### config.mk
export PLATFORM = sky130hd
export DESIGN_NAME = spt_cfg_regs_flat
export DESIGN_NICKNAME = d
export VERILOG_FILES = /design/src/rtl/spt_pkg.sv /design/src/rtl/spt_if.sv /design/src/rtl/spt_cfg_regs.sv /design/src/flat_wrapper.sv
export SDC_FILE = /design/constraint.sdc
export NUM_CORES = 1
export LEC_CHECK = 0
export BUFFER_PORTS_ARGS = -buffer_cell sky130_fd_sc_hd__buf_2
export CELL_PAD_IN_SITES_DETAIL_PLACEMENT = 1
export CELL_PAD_IN_SITES_GLOBAL_PLACEMENT = 2
export CORE_ASPECT_RATIO = 0.7
export CORE_UTILIZATION = 35
export CTS_CLUSTER_DIAMETER = 80
export CTS_CLUSTER_SIZE = 30
export DETAILED_ROUTE_END_ITERATION = 10
export HOLD_SLACK_MARGIN = 0.08
export PLACE_DENSITY_LB_ADDON = 0.2
export SETUP_SLACK_MARGIN = 0.1
export SKIP_CTS_REPAIR_TIMING = 1
export SYNTH_ARGS = -nofsm -noshare
export SYNTH_HDL_FRONTEND = slang
export SYNTH_SLANG_ARGS = --single-unit
### constraint.sdc
create_clock -name clk_i -period 0.9 [get_ports clk_i]
set_input_delay 0.09 -clock clk_i [delete_from_list [all_inputs] [get_ports clk_i]]
set_output_delay 0.09 -clock clk_i [all_outputs]
set_load 0.005 [all_outputs]
### src/rtl/spt_pkg.sv
// ----------------------------------------------------------------------------
// spt_pkg
// Shared widths, reset values, register indexes and stage types of the
// spectrum two-peak detector.
// ----------------------------------------------------------------------------
`default_nettype none

package spt_pkg;

  localparam int unsigned FFT_POINTS     = 1024;
  localparam int unsigned BINS_PER_FRAME = FFT_POINTS / 2;
  localparam int unsigned BIN_W          = $clog2(BINS_PER_FRAME);

  localparam int unsigned SAMPLE_W   = 32;
  localparam int unsigned MAG_W      = 32;
  localparam int unsigned SQ_W       = 64;
  localparam int unsigned POWER_W    = 63;
  localparam int unsigned FREQ_W     = 25;
  localparam int unsigned HZ_W       = 16;
  localparam int unsigned WIN_W      = 10;
  localparam int unsigned THR_W      = 40;
  localparam int unsigned COUNT_W    = 2;
  localparam int unsigned CFG_IDX_W  = 3;
  localparam int unsigned CFG_DATA_W = 40;

  localparam int unsigned FMUL_W = (BIN_W + HZ_W > FREQ_W) ? BIN_W + HZ_W : FREQ_W;
  localparam int unsigned WCMP_W = (BIN_W > WIN_W) ? BIN_W : WIN_W;

  localparam logic [POWER_W-1:0] POWER_MAX = '1;
  localparam logic [FREQ_W-1:0]  FREQ_MAX  = '1;

  localparam logic [WIN_W-1:0]  WINDOW_LOW_RST  = WIN_W'(5);
  localparam logic [WIN_W-1:0]  WINDOW_HIGH_RST = WIN_W'(100);
  localparam logic [HZ_W-1:0]   HZ_PER_BIN_RST  = HZ_W'(16);
  localparam logic [FREQ_W-1:0] BAND_ONE_LO_RST = FREQ_W'(400);
  localparam logic [FREQ_W-1:0] BAND_ONE_HI_RST = FREQ_W'(500);
  localparam logic [FREQ_W-1:0] BAND_TWO_LO_RST = FREQ_W'(1150);
  localparam logic [FREQ_W-1:0] BAND_TWO_HI_RST = FREQ_W'(1500);
  localparam logic [THR_W-1:0]  STRONG_THR_RST  = THR_W'(64'd429496730);

  typedef enum logic [CFG_IDX_W-1:0] {
    CFG_WINDOW_LOW  = 3'd0,
    CFG_WINDOW_HIGH = 3'd1,
    CFG_HZ_PER_BIN  = 3'd2,
    CFG_BAND_ONE_LO = 3'd3,
    CFG_BAND_ONE_HI = 3'd4,
    CFG_BAND_TWO_LO = 3'd5,
    CFG_BAND_TWO_HI = 3'd6,
    CFG_STRONG_THR  = 3'd7
  } cfg_idx_e;

  typedef struct packed {
    logic [WIN_W-1:0]  window_low;
    logic [WIN_W-1:0]  window_high;
    logic [HZ_W-1:0]   hz_per_bin;
    logic [FREQ_W-1:0] band_one_low;
    logic [FREQ_W-1:0] band_one_high;
    logic [FREQ_W-1:0] band_two_low;
    logic [FREQ_W-1:0] band_two_high;
    logic [THR_W-1:0]  strong_threshold;
  } cfg_t;

  typedef struct packed {
    logic [SQ_W-1:0]   re_sq;
    logic [SQ_W-1:0]   im_sq;
    logic [FREQ_W-1:0] freq;
    logic              in_window;
    logic              last;
  } prod_t;

  typedef struct packed {
    logic [POWER_W-1:0] best_power;
    logic [FREQ_W-1:0]  best_freq;
    logic [POWER_W-1:0] runner_power;
    logic [FREQ_W-1:0]  runner_freq;
  } peaks_t;

endpackage

`default_nettype wire

### src/rtl/spt_if.sv
// ----------------------------------------------------------------------------
// spt_if
// Channel interfaces of the spectrum two-peak detector: bins in, peak
// reports out, register writes.
// ----------------------------------------------------------------------------
`default_nettype none


interface spt_cfg_if;
  logic                             valid;
  logic                             ready;
  logic [spt_pkg::CFG_IDX_W-1:0]    index;
  logic [spt_pkg::CFG_DATA_W-1:0]   data;

  modport source (output valid, output index, output data, input ready);
  modport sink (input valid, input index, input data, output ready);
endinterface

`default_nettype wire

### src/rtl/spt_cfg_regs.sv
// ----------------------------------------------------------------------------
// spt_cfg_regs
// Configuration register file, written through the register write channel.
// ----------------------------------------------------------------------------
`default_nettype none

module spt_cfg_regs (
  input  wire logic     clk_i,
  input  wire logic     rst_ni,
  spt_cfg_if.sink       cfg_i,
  output spt_pkg::cfg_t cfg_o
);

  spt_pkg::cfg_t cfg_q;
  spt_pkg::cfg_t cfg_d;

  assign cfg_i.ready = 1'b1;
  assign cfg_o       = cfg_q;

  always_comb begin
    cfg_d = cfg_q;
    if (cfg_i.valid) begin
      case (spt_pkg::cfg_idx_e'(cfg_i.index))
        spt_pkg::CFG_WINDOW_LOW:  cfg_d.window_low       = cfg_i.data[spt_pkg::WIN_W-1:0];
        spt_pkg::CFG_WINDOW_HIGH: cfg_d.window_high      = cfg_i.data[spt_pkg::WIN_W-1:0];
        spt_pkg::CFG_HZ_PER_BIN:  cfg_d.hz_per_bin       = cfg_i.data[spt_pkg::HZ_W-1:0];
        spt_pkg::CFG_BAND_ONE_LO: cfg_d.band_one_low     = cfg_i.data[spt_pkg::FREQ_W-1:0];
        spt_pkg::CFG_BAND_ONE_HI: cfg_d.band_one_high    = cfg_i.data[spt_pkg::FREQ_W-1:0];
        spt_pkg::CFG_BAND_TWO_LO: cfg_d.band_two_low     = cfg_i.data[spt_pkg::FREQ_W-1:0];
        spt_pkg::CFG_BAND_TWO_HI: cfg_d.band_two_high    = cfg_i.data[spt_pkg::FREQ_W-1:0];
        spt_pkg::CFG_STRONG_THR:  cfg_d.strong_threshold = cfg_i.data[spt_pkg::THR_W-1:0];
        default: cfg_d = cfg_q;
      endcase
    end
  end

  always_ff @(posedge clk_i or negedge rst_ni) begin
    if (!rst_ni) begin
      cfg_q.window_low       <= spt_pkg::WINDOW_LOW_RST;
      cfg_q.window_high      <= spt_pkg::WINDOW_HIGH_RST;
      cfg_q.hz_per_bin       <= spt_pkg::HZ_PER_BIN_RST;
      cfg_q.band_one_low     <= spt_pkg::BAND_ONE_LO_RST;
      cfg_q.band_one_high    <= spt_pkg::BAND_ONE_HI_RST;
      cfg_q.band_two_low     <= spt_pkg::BAND_TWO_LO_RST;
      cfg_q.band_two_high    <= spt_pkg::BAND_TWO_HI_RST;
      cfg_q.strong_threshold <= spt_pkg::STRONG_THR_RST;
    end else begin
      cfg_q <= cfg_d;
    end
  end

endmodule

`default_nettype wire

### src/flat_wrapper.sv
// flat-port wrapper written by rule: the top's interface ports become plain ports
module spt_cfg_regs_flat 
  (clk_i, rst_ni, cfg_o, cfg_i_valid, cfg_i_index, cfg_i_data, cfg_i_ready);
  spt_cfg_if cfg_i_i ();
  input  wire logic clk_i;
  input  wire logic rst_ni;
  output spt_pkg::cfg_t cfg_o;
  input wire logic [$bits(cfg_i_i.valid)-1:0] cfg_i_valid;
  input wire logic [$bits(cfg_i_i.index)-1:0] cfg_i_index;
  input wire logic [$bits(cfg_i_i.data)-1:0] cfg_i_data;
  output wire logic [$bits(cfg_i_i.ready)-1:0] cfg_i_ready;
  assign cfg_i_i.valid = cfg_i_valid;
  assign cfg_i_i.index = cfg_i_index;
  assign cfg_i_i.data = cfg_i_data;
  assign cfg_i_ready = cfg_i_i.ready;
  spt_cfg_regs u_core (.clk_i(clk_i), .rst_ni(rst_ni), .cfg_i(cfg_i_i), .cfg_o(cfg_o));
endmodule
; ---- Yosys cells after proc, flatten, opt, wreduce, memory -nomap -nowiden
; Cells that the tools add are included.
[word_totals]
reg_bits = 176
out_inout_bits = 177
wordCells = 24
[op_classes]
eq_ne = 7
n_reduce_logical = 9
[op_table]
columns = op, count
row1 = AND reduction 2 bit, 8
row2 = "equality test 3 bit, second input constant", 4
row3 = "equality test 3 x 2 -> 1 bit, second input constant", 2
row4 = "equality test 3 x 1 -> 1 bit, second input constant", 1
row5 = zero test 3 bit, 1

; ---- Logic depth before layout (Yosys ltp)
; Gate-level depths: netlist of the first run.
[logic_depth]
ltp_word = 2
depth_mapped = 5

; ---- Worst setup path after synthesis of the first run
; OpenSTA, ideal clock, no wires.
[synth_path]
path_kind = input to register
from = input cfg_i_index[2]
to = register u_core.cfg_q, in the netlist u_core.cfg_o[145]
setup_ns = 0.125
arrival_ns = 1.078
path_slack_ns = -0.303
stages = 5
path_buffers = 3
path_cell_list = buf_4 > and4bb_1 > buf_6 > buf_8 > mux2_4
[synth_via]
elab_chain_cells = 2
[synth_rtl]
columns = element, line
row1 = "start, declared", flat_wrapper.sv:9  ; input wire logic [$bits(cfg_i_i.index)-1:0] cfg_i_index;
row2 = equality test 3 x 2 -> 1 bit, spt_cfg_regs.sv:23  ; case (spt_pkg::cfg_idx_e'(cfg_i.index))
row3 = AND reduction 2 bit (no source line), n/a
row4 = "end signal, assigned", spt_cfg_regs.sv:48  ; cfg_q <= cfg_d;
row5 = "end, declared", spt_cfg_regs.sv:14  ; spt_pkg::cfg_t cfg_q;
; Every way passes these cells.
; A chain may end at the register's enable or synchronous reset.

; ---- Worst setup path after layout of the first run
[layout_path]
from = register u_core.cfg_q, in the netlist u_core.cfg_o[12]
to = output cfg_o[12] (netlist bit)
[layout_lines]
columns = element, line
row1 = "end, declared", flat_wrapper.sv:7  ; output spt_pkg::cfg_t cfg_o;
; No word-level cell between the ends.

==> results.ini, run 1 <==
[sta]
slew_viol_final = 0
final-hold-violation-count = 0
layout_setup_ws_ns = -0.268
setup_violations = 181
rsz0062_at_grt = true
fmax_mhz = 856
post-route-period-util = 1.30
finalClockSkew_ns = 0
setup_tns_ns = -27.91
post-route-min-period_ns = 1.17

[synthesis]
yosys-top-cells-area = dfrtp_1 (48%), mux2_2 (23%), dfstp_2 (17%)
synthTopCellsByCount = mux2_2 (141), dfrtp_1 (132), dfstp_2 (44)
synthFlopType = dfrtp_1
synth-edff-count = 0
netlist_area_um2 = 6860
yosysWarningCount = 0
yosysSeqAreaShare = 0.650
ys_types = 16
synth_area_per_cell_um2 = 17.9
yosys.area.top_type = dfrtp_1
netlist_instances = 383
synth.top_cell.area_share = 0.482
async_reset_ff_frac = 1.00
synth_fp_nets = 429
synth.most_common_cell = mux2_2
ys_seq_elements = 176

[die]
core_area_um2 = 19000
io_pins = 223
rows = 42
die_h_um = 119
initial_core_util = 0.361
dieArea_um2 = 20200
die_w_um = 169

[finish]
stdcell_area_um2 = 10400
area_growth_pct = 51.7
utilization = 0.547
final_nets = 761
layout-drive-gt1-share = 0.757
final_cells = 992
antennaDiodeCount = 0
largest_reg_flops = 176

[clocking]
root_buffer = clkbuf_16
cts_sinks = 176
clk_pin_slew_ns = 0.07
clock_latency_ns = 0.42
cts_max_level = 4
ctsLongestPathBuffers = 2
cts_made_buffers = 17
cts_tree = built

[job]
max_cap_viol_count = 0

[setup_path]
r2r-start = u_core.cfg_o[110]
cp_top_family = flip-flops
path_max_fanout = 2
cp_cell_sequence = buf_2
worstSetupPathDepth = 1
r2r_end = u_core.cfg_o[110]
critPathCaptureType = output port
reg2regPathDepth = 2
start_kind = flop
arrival_ns = 1.08
critical_path.slowest_cell = dfstp_2
path_class = reg2out
critPathRequiredTime_ns = 0.81
cp_num_buf_inv = 1
r2r_slack_ns = -0.02
max_stage_delay_ns = 0.54

[placement]
dp_hpwl_um = 13100
placed_cell_area_um2 = 8600
globalplace.congestion = 0.757
port_buffers = 221
place_inst = 868

[grt]
grt_pass1_wl_um = 28700
antenna_found_initial = 0
first_global_vias = 4656
grt.total_usage = 0.191
grt_overflow_total = 0
grt_max_degree = 52

[routing]
drt_iter0_drc = 173
dr.pass1.iters = 4
wl_per_cell_um = 20.2
ant_nets = 0
wirelength_um = 20000
via_count = 4616
drc = 0
viasPerCell = 4.65

[worst_hold_path]
hold_class = in2async

[outcome]
status = complete, but fails checks
violations = setup timing

[power_and_ir_drop]
p_per_area_nw_per_um2 = 2370
leakage_uw = 0.00505
peakVddDrop_mv = 0.930

==> report_power, final <==
group	internal [uW]	switching, uW	leakage, uW	total (uW)
clock network	3870	3250	0.000279	7120
logic	4240	2260	0.00273	6500
registers	9980	1090	0.00205	11100
==> through the flow <==
stage	total power (uW)	hold WS [ns]	setup slack (ns)
after global placement	15800	-0.0721	-0.392
after detailed placement	16100	-0.0709	-0.425
after global routing	25900	0.0480	-0.306
after floorplan	13200	-0.206	-0.264
after CTS	23300	-0.537	-0.302
final	24700	0.0495	-0.268
==> placed cells by master, fill, tap and decap left out, types with 2 or more instances in the layout <==
| cell | netlist | layout |
|---|---|---|
| buf_12 | 2 | 16 |
| inv_6 | 0 | 3 |
| nand4b_4 | 3 | 3 |
| inv_8 | 0 | 2 |
| buf_6 | 2 | 66 |
| dfrtp_1 | 132 | 132 |
| clkbuf_16 | 0 | 19 |
| mux2_2 | 141 | 106 |
| buf_2 | 10 | 179 |
| dfstp_2 | 44 | 44 |
| mux2_4 | 30 | 70 |
| clkinv_4 | 0 | 3 |
| clkinv_2 | 0 | 4 |
| buf_4 | 7 | 31 |
| dlygate4sd3_1 | 0 | 41 |
==> cell families after synthesis <==
logic type    synth area share
mux                      0.305
flops                    0.650
buf+inv                 0.0263
simple gates            0.0177
other cells           0.000547
==> metal layers <==
metal,GRT usage,up-vias,share of wire
li1,-,2022,-
met1,0.262,2429,0.46
met2,0.283,147,0.46
met3,0.0685,18,0.071
met4,0.0563,0,0.0098
met5,0,-,0
==> how the worst max path moves through the flow <==
stage	startpoint	end
2_1_floorplan	cfg_i_index[1]	u_core.cfg_o[100]
3_3_place_gp	cfg_i_valid	u_core.cfg_o[114]
3_5_place_dp	cfg_i_valid	u_core.cfg_o[91]
4_1_cts	u_core.cfg_o[95]	cfg_o[95]
5_1_grt	u_core.cfg_o[12]	cfg_o[12]
6_report	u_core.cfg_o[12]	cfg_o[12]
==> area by class of cell <==
type / count / area (um2)
Clock buffer: 18 / 429
Fill cell: 1853 / 8620
Tap cell: 264 / 330
Timing Repair Buffer: 335 / 2650
Sequential cell: 176 / 4460
Multi-Input combinational cell: 185 / 2400
Clock inverter: 14 / 133
Power figures use the tool's default switching activity.
==> inputs of run 2 (changes only) <==
- CORE_MARGIN: unset -> 4
- RECOVER_POWER: unset -> 25
==> results.ini, run 2 (synthesis results as in run 1) <==
[outcome]
status = complete, but fails checks
violations = setup timing

[setup_path]
max_stage_delay_ns = 0.56  ; +0.02 ns
cp_cell_sequence = buf_6
critPathCaptureType = output port
arrival_ns = 1.08  ; about the same
worstSetupPathDepth = 1  ; unchanged
cp_top_family = flip-flops
critical_path.slowest_cell = dfstp_2
cp_num_buf_inv = 1  ; unchanged
path_class = reg2out
path_max_fanout = 2  ; unchanged
reg2regPathDepth = 2  ; unchanged
critPathRequiredTime_ns = 0.81  ; about the same
start_kind = flop

[finish]
layout-drive-gt1-share = 0.759  ; +0.00232
utilization = 0.555  ; +0.00794
layout_common_cells = buf_2 (172), dfrtp_1 (132), mux2_2 (104), buf_6 (84), mux2_4 (72)
nFillCells = 1861  ; +0.43%
final_nets = 768  ; +0.92%
area_growth_pct = 54.4
layout_commonest_cell = buf_2
stdcell_area_um2 = 10600  ; +1.7%
antennaDiodeCount = 0  ; unchanged
largest_reg_flops = 176  ; unchanged

[power_and_ir_drop]
pwr-share-seq = 0.438  ; -0.010
p_int_uw = 18700  ; +3.3%
finalPower_uw = 25400  ; +2.8%
pwr-share-comb = 0.262  ; about the same
p_sw_frac = 0.263  ; -0.00398
switching_power_uw = 6680  ; +1.2%
leakage_uw = 0.00513  ; +1.6%
p_per_area_nw_per_um2 = 2400  ; +1.0%
peakVddDrop_mv = 1.11  ; +19%
power_frac_clock = 0.300  ; +0.011

[die]
die_h_um = 125  ; +5.0%
initial_core_util = 0.360  ; -0.000993
core_area_um2 = 19100  ; +0.28%
dieArea_um2 = 21900  ; +8.8%
die_w_um = 175  ; +3.5%
io_pins = 223  ; unchanged
rows = 42  ; unchanged

[sta]
post-route-min-period_ns = 1.17  ; +0.00342 ns
post-route-period-util = 1.30  ; +0.00380
worst_pin_slew_ns = 0.527
relSlewSlack = 0.649
layout_setup_ws_ns = -0.271  ; -0.00342 ns
rsz0062_at_grt = true
setup_violations = 182  ; +0.55%
slew_viol_final = 0  ; unchanged
fmax_mhz = 854  ; -0.29%
final-hold-violation-count = 0  ; unchanged
finalClockSkew_ns = 0  ; unchanged
setup_tns_ns = -27.30  ; +0.608 ns

[grt]
grt_max_degree = 49  ; -5.8%
first_global_vias = 4858  ; +4.3%
grt_overflow_total = 0  ; unchanged
antenna_found_initial = 0  ; unchanged
grt.total_usage = 0.173  ; -0.0177
grt_pass1_wl_um = 29200  ; +2.0%

[routing]
drc = 0  ; unchanged
ant_nets = 0  ; unchanged
wl_per_cell_um = 21.0  ; +4.2%
drt_iter0_drc = 165  ; -4.6%
viasPerCell = 4.59  ; -1.5%
dr.pass1.iters = 4  ; unchanged
wirelength_um = 21000  ; +4.9%
via_count = 4581  ; -0.76%

[placement]
pre_cts_ws_ns = -0.440  ; -0.0141 ns
placed_cell_area_um2 = 8590  ; about the same
port_buffers = 221  ; unchanged
dp_hpwl_um = 13600  ; +4.2%
globalplace.congestion = 0.751  ; -0.78%

[clocking]
cts_made_buffers = 17  ; unchanged
cts_sinks = 176  ; unchanged
cts_max_level = 4  ; unchanged
ctsLongestPathBuffers = 2  ; unchanged
root_buffer = clkbuf_16
clk_pin_slew_ns = 0.07  ; about the same
cts_tree = built
clock_latency_ns = 0.42  ; about the same

[worst_hold_path]
hold_path_depth = 4
hold_class = in2reg

[job]
max_cap_viol_count = 0  ; unchanged

-- run 2: cell count changes in the layout (fill, tap and decap cells not counted), moves of 2 or more --
cell	previous run	this run
buf_2	179	172
clkbuf_8	0	2
buf_12	16	12
clkinv_2	4	0
clkinvlp_4	1	4
mux2_2	106	104
buf_6	66	84
buf_4	31	27
mux2_4	70	72
-- run 2: per-layer routing --
| layer | GRT usage | part of all wire | up-vias |
|---|---|---|---|
| met1 | 0.224 | 0.43 | 2387 |
| met5 | 0 | 0 | - |
| met4 | 0.0416 | 0.010 | 0 |
| met2 | 0.277 | 0.48 | 143 |
| met3 | 0.0682 | 0.071 | 14 |
| li1 | - | - | 2037 |
-- run 2: path summary, 6_finish.rpt --
path	end	startpoint	slack [ns]
max	cfg_o[19]	u_core.cfg_o[19]	-0.27
min in group asynchronous	u_core.cfg_o[51]	rst_ni	0.37
max reg2reg	u_core.cfg_o[108]	u_core.cfg_o[108]	-0.02
min	u_core.cfg_o[171]	cfg_i_index[1]	0.19
max in group asynchronous	u_core.cfg_o[20]	rst_ni	0.09
min reg2reg	u_core.cfg_o[32]	u_core.cfg_o[32]	0.50
-- run 2: area by class of cell --
| type | instances | area [um2] | share of cell area |
|---|---|---|---|
| Clock inverter | 12 | 148 | 0.0139 |
| Timing Repair Buffer | 342 | 2780 | 0.263 |
| Clock buffer | 20 | 457 | 0.0431 |
| Multi-Input combinational cell | 185 | 2410 | 0.228 |
| Sequential cell | 176 | 4460 | 0.421 |
| Tap cell | 264 | 330 | 0.0312 |
-- run 2: power by group through the flow --
stage	registers (uW)	logic [uW]	clock network, uW
4_1_cts	11000	5030	7820
5_1_grt	11300	7180	8120
3_3_place_gp	11000	4880	0
2_1_floorplan	11100	2070	0
6_report	11100	6660	7600
3_5_place_dp	11100	5010	0
-- run 2: per-stage QoR --
| step | hold WS [ns] | cells |
|---|---|---|
| 2_1_floorplan | -0.206 | 383 |
| 4_1_cts | -0.329 | 899 |
| 5_1_grt | 0.181 | 999 |
| 3_3_place_gp | 0.132 | 867 |
| 3_5_place_dp | 0.132 | 867 |
| 6_report | 0.192 | 999 |
==> inputs of run 3 (changes only) <==
- CORE_UTILIZATION: 35 -> 36
- CTS_BUF_LIST: unset -> sky130_fd_sc_hd__clkbuf_8
==> results.ini, run 3 (synthesis results as in run 1) <==
[sta]
post-route-min-period_ns = 1.20  ; +0.0245 ns
rsz0062_at_grt = true
post-route-period-util = 1.33  ; +0.0272
worst_pin_slew_ns = 0.795  ; +0.268 ns
relSlewSlack = 0.470  ; -0.179
final-hold-violation-count = 0  ; unchanged
setup_violations = 310  ; +70%
slew_viol_final = 0  ; unchanged
setup_tns_ns = -37.18  ; -9.88 ns
finalClockSkew_ns = 0  ; unchanged
hold_ws_ns = 0.218  ; +0.0262 ns
fmax_mhz = 836  ; -2.0%
layout_setup_ws_ns = -0.296  ; -0.0245 ns

[setup_path]
path_class = reg2out
critPathRequiredTime_ns = 0.81  ; about the same
critPathCaptureType = output port
r2r_slack_ns = -0.01  ; about the same
cp_top_family = flip-flops
cp_cell_sequence = buf_6
path_max_fanout = 2  ; unchanged
r2r_end = u_core.cfg_o[145]
arrival_ns = 1.11  ; +0.03 ns
max_stage_delay_ns = 0.56  ; about the same
r2r-start = u_core.cfg_o[145]
start_kind = flop
cp_num_buf_inv = 1  ; unchanged
critical_path.slowest_cell = dfstp_2
reg2regPathDepth = 2  ; unchanged

[grt]
gr-max-usage-layer = met2
grt_overflow_total = 0  ; unchanged
grt_max_degree = 36  ; -27%
first_global_vias = 4620  ; -4.9%
grt.total_usage = 0.176  ; +0.00229
use_met3 = 0.0767  ; +0.00852
use_met1 = 0.231  ; +0.00765
gr-usage-met2 = 0.270  ; -0.00687
antenna_found_initial = 0  ; unchanged
grt_pass1_wl_um = 28700  ; -2.0%

[outcome]
violations = setup timing
status = complete, but fails checks

[clocking]
root_buffer = clkbuf_8
cts_max_level = 4  ; unchanged
cts_tree = built
cts_sinks = 176  ; unchanged
clock_latency_ns = 0.44  ; +0.02 ns
cts_made_buffers = 17  ; unchanged
ctsLongestPathBuffers = 2  ; unchanged
clk_pin_slew_ns = 0.10  ; +0.03 ns

[worst_hold_path]
hold_class = in2reg
hold_path_depth = 4  ; unchanged
worstHoldStart = cfg_i_index[1]
holdPathEnd = u_core.cfg_o[157]

[routing]
ant_nets = 0  ; unchanged
drt_iter0_drc = 154  ; -6.7%
drc = 0  ; unchanged
dr.pass1.iters = 4  ; unchanged
wl_per_cell_um = 20.7  ; -1.4%
viasPerCell = 4.71  ; +2.6%
wirelength_um = 19900  ; -5.0%
via_count = 4531  ; -1.1%

[die]
dieArea_um2 = 21400  ; -2.6%
core_area_um2 = 18400  ; -3.7%
initial_core_util = 0.373  ; +0.0139
rows = 41  ; -2.4%
die_h_um = 123  ; -1.3%
io_pins = 223  ; unchanged
die_w_um = 173  ; -1.3%

[finish]
layout-drive-gt1-share = 0.755  ; -0.00403
nFillCells = 1784  ; -4.1%
layout_common_cells = buf_2 (174), dfrtp_1 (132), mux2_2 (107), mux2_4 (69), buf_6 (65)
final_nets = 760  ; -1.0%
antennaDiodeCount = 0  ; unchanged
stdcell_area_um2 = 10200  ; -3.3%
largest_reg_flops = 176  ; unchanged
area_growth_pct = 49.3
layout_commonest_cell = buf_2

[power_and_ir_drop]
peakVddDrop_mv = 0.966  ; -13%
pwr-share-seq = 0.477  ; +0.039
p_int_uw = 17100  ; -8.5%
leakage_uw = 0.00499  ; -2.8%
p_sw_frac = 0.266  ; +0.00244
switching_power_uw = 6190  ; -7.4%
power_frac_clock = 0.249  ; -0.051
pwr-share-comb = 0.274  ; +0.012
p_per_area_nw_per_um2 = 2270  ; -5.1%

[placement]
pre_cts_ws_ns = -0.439  ; +0.000783 ns
port_buffers = 221  ; unchanged
placed_cell_area_um2 = 8600  ; +0.17%
globalplace.congestion = 0.751  ; about the same
dp_hpwl_um = 13200  ; -2.8%

[job]
max_cap_viol_count = 0  ; unchanged

[run 3: cell types whose count changed in the layout (fill, tap and decap cells not counted), moves of 3 or more]
cell and delta:
buf_6 -19, buf_4 +7, clkbuf_16 -17, clkbuf_8 +17, mux2_2 +3, clkinvlp_4 -3
buf_12 +4, mux2_4 -3
[run 3: power groups by stage]
stage               Combinational [uW]  Clock (uW)  Sequential (uW)
floorplan                         2070           0            11100
global placement                  4880           0            11000
detailed placement                5010           0            11100
CTS                               5020        6030            11000
global route                      6940        6360            11300
finish                            6380        5800            11100
[run 3: layer usage]
layer,up-vias,part of all wire
li1,2017,-
met1,2351,0.45
met2,151,0.46
met3,12,0.086
met4,0,0.0097
met5,-,0
[run 3: how the worst max path moves through the flow]
stage	start	end	cells after the start	slack (ns)
2_1_floorplan	cfg_i_index[1]	u_core.cfg_o[100]	5	-0.26
3_3_place_gp	cfg_i_index[1]	u_core.cfg_o[114]	4	-0.42
4_1_cts	u_core.cfg_o[162]	cfg_o[162]	1	-0.34
6_report	u_core.cfg_o[19]	cfg_o[19]	1	-0.30
3_5_place_dp	cfg_i_index[1]	u_core.cfg_o[114]	4	-0.44
5_1_grt	u_core.cfg_o[19]	cfg_o[19]	1	-0.36
[run 3: area by class of cell]
type	count	area, um2	share of cell area
timing repair buffer	334	2670	0.261
clock buffer	19	262	0.0255
clock inverter	13	163	0.0159
tap	236	295	0.0288
multi-input combinational	185	2390	0.234
sequential	176	4460	0.436
[run 3: per-stage QoR]
stage           util  cells  total power [uW]
2_1_floorplan      -    383             13200
3_3_place_gp   0.469    844             15900
3_5_place_dp   0.469    844             16100
4_1_cts        0.492    876             22000
5_1_grt        0.558    963             24600
6_report       0.558    963             23300
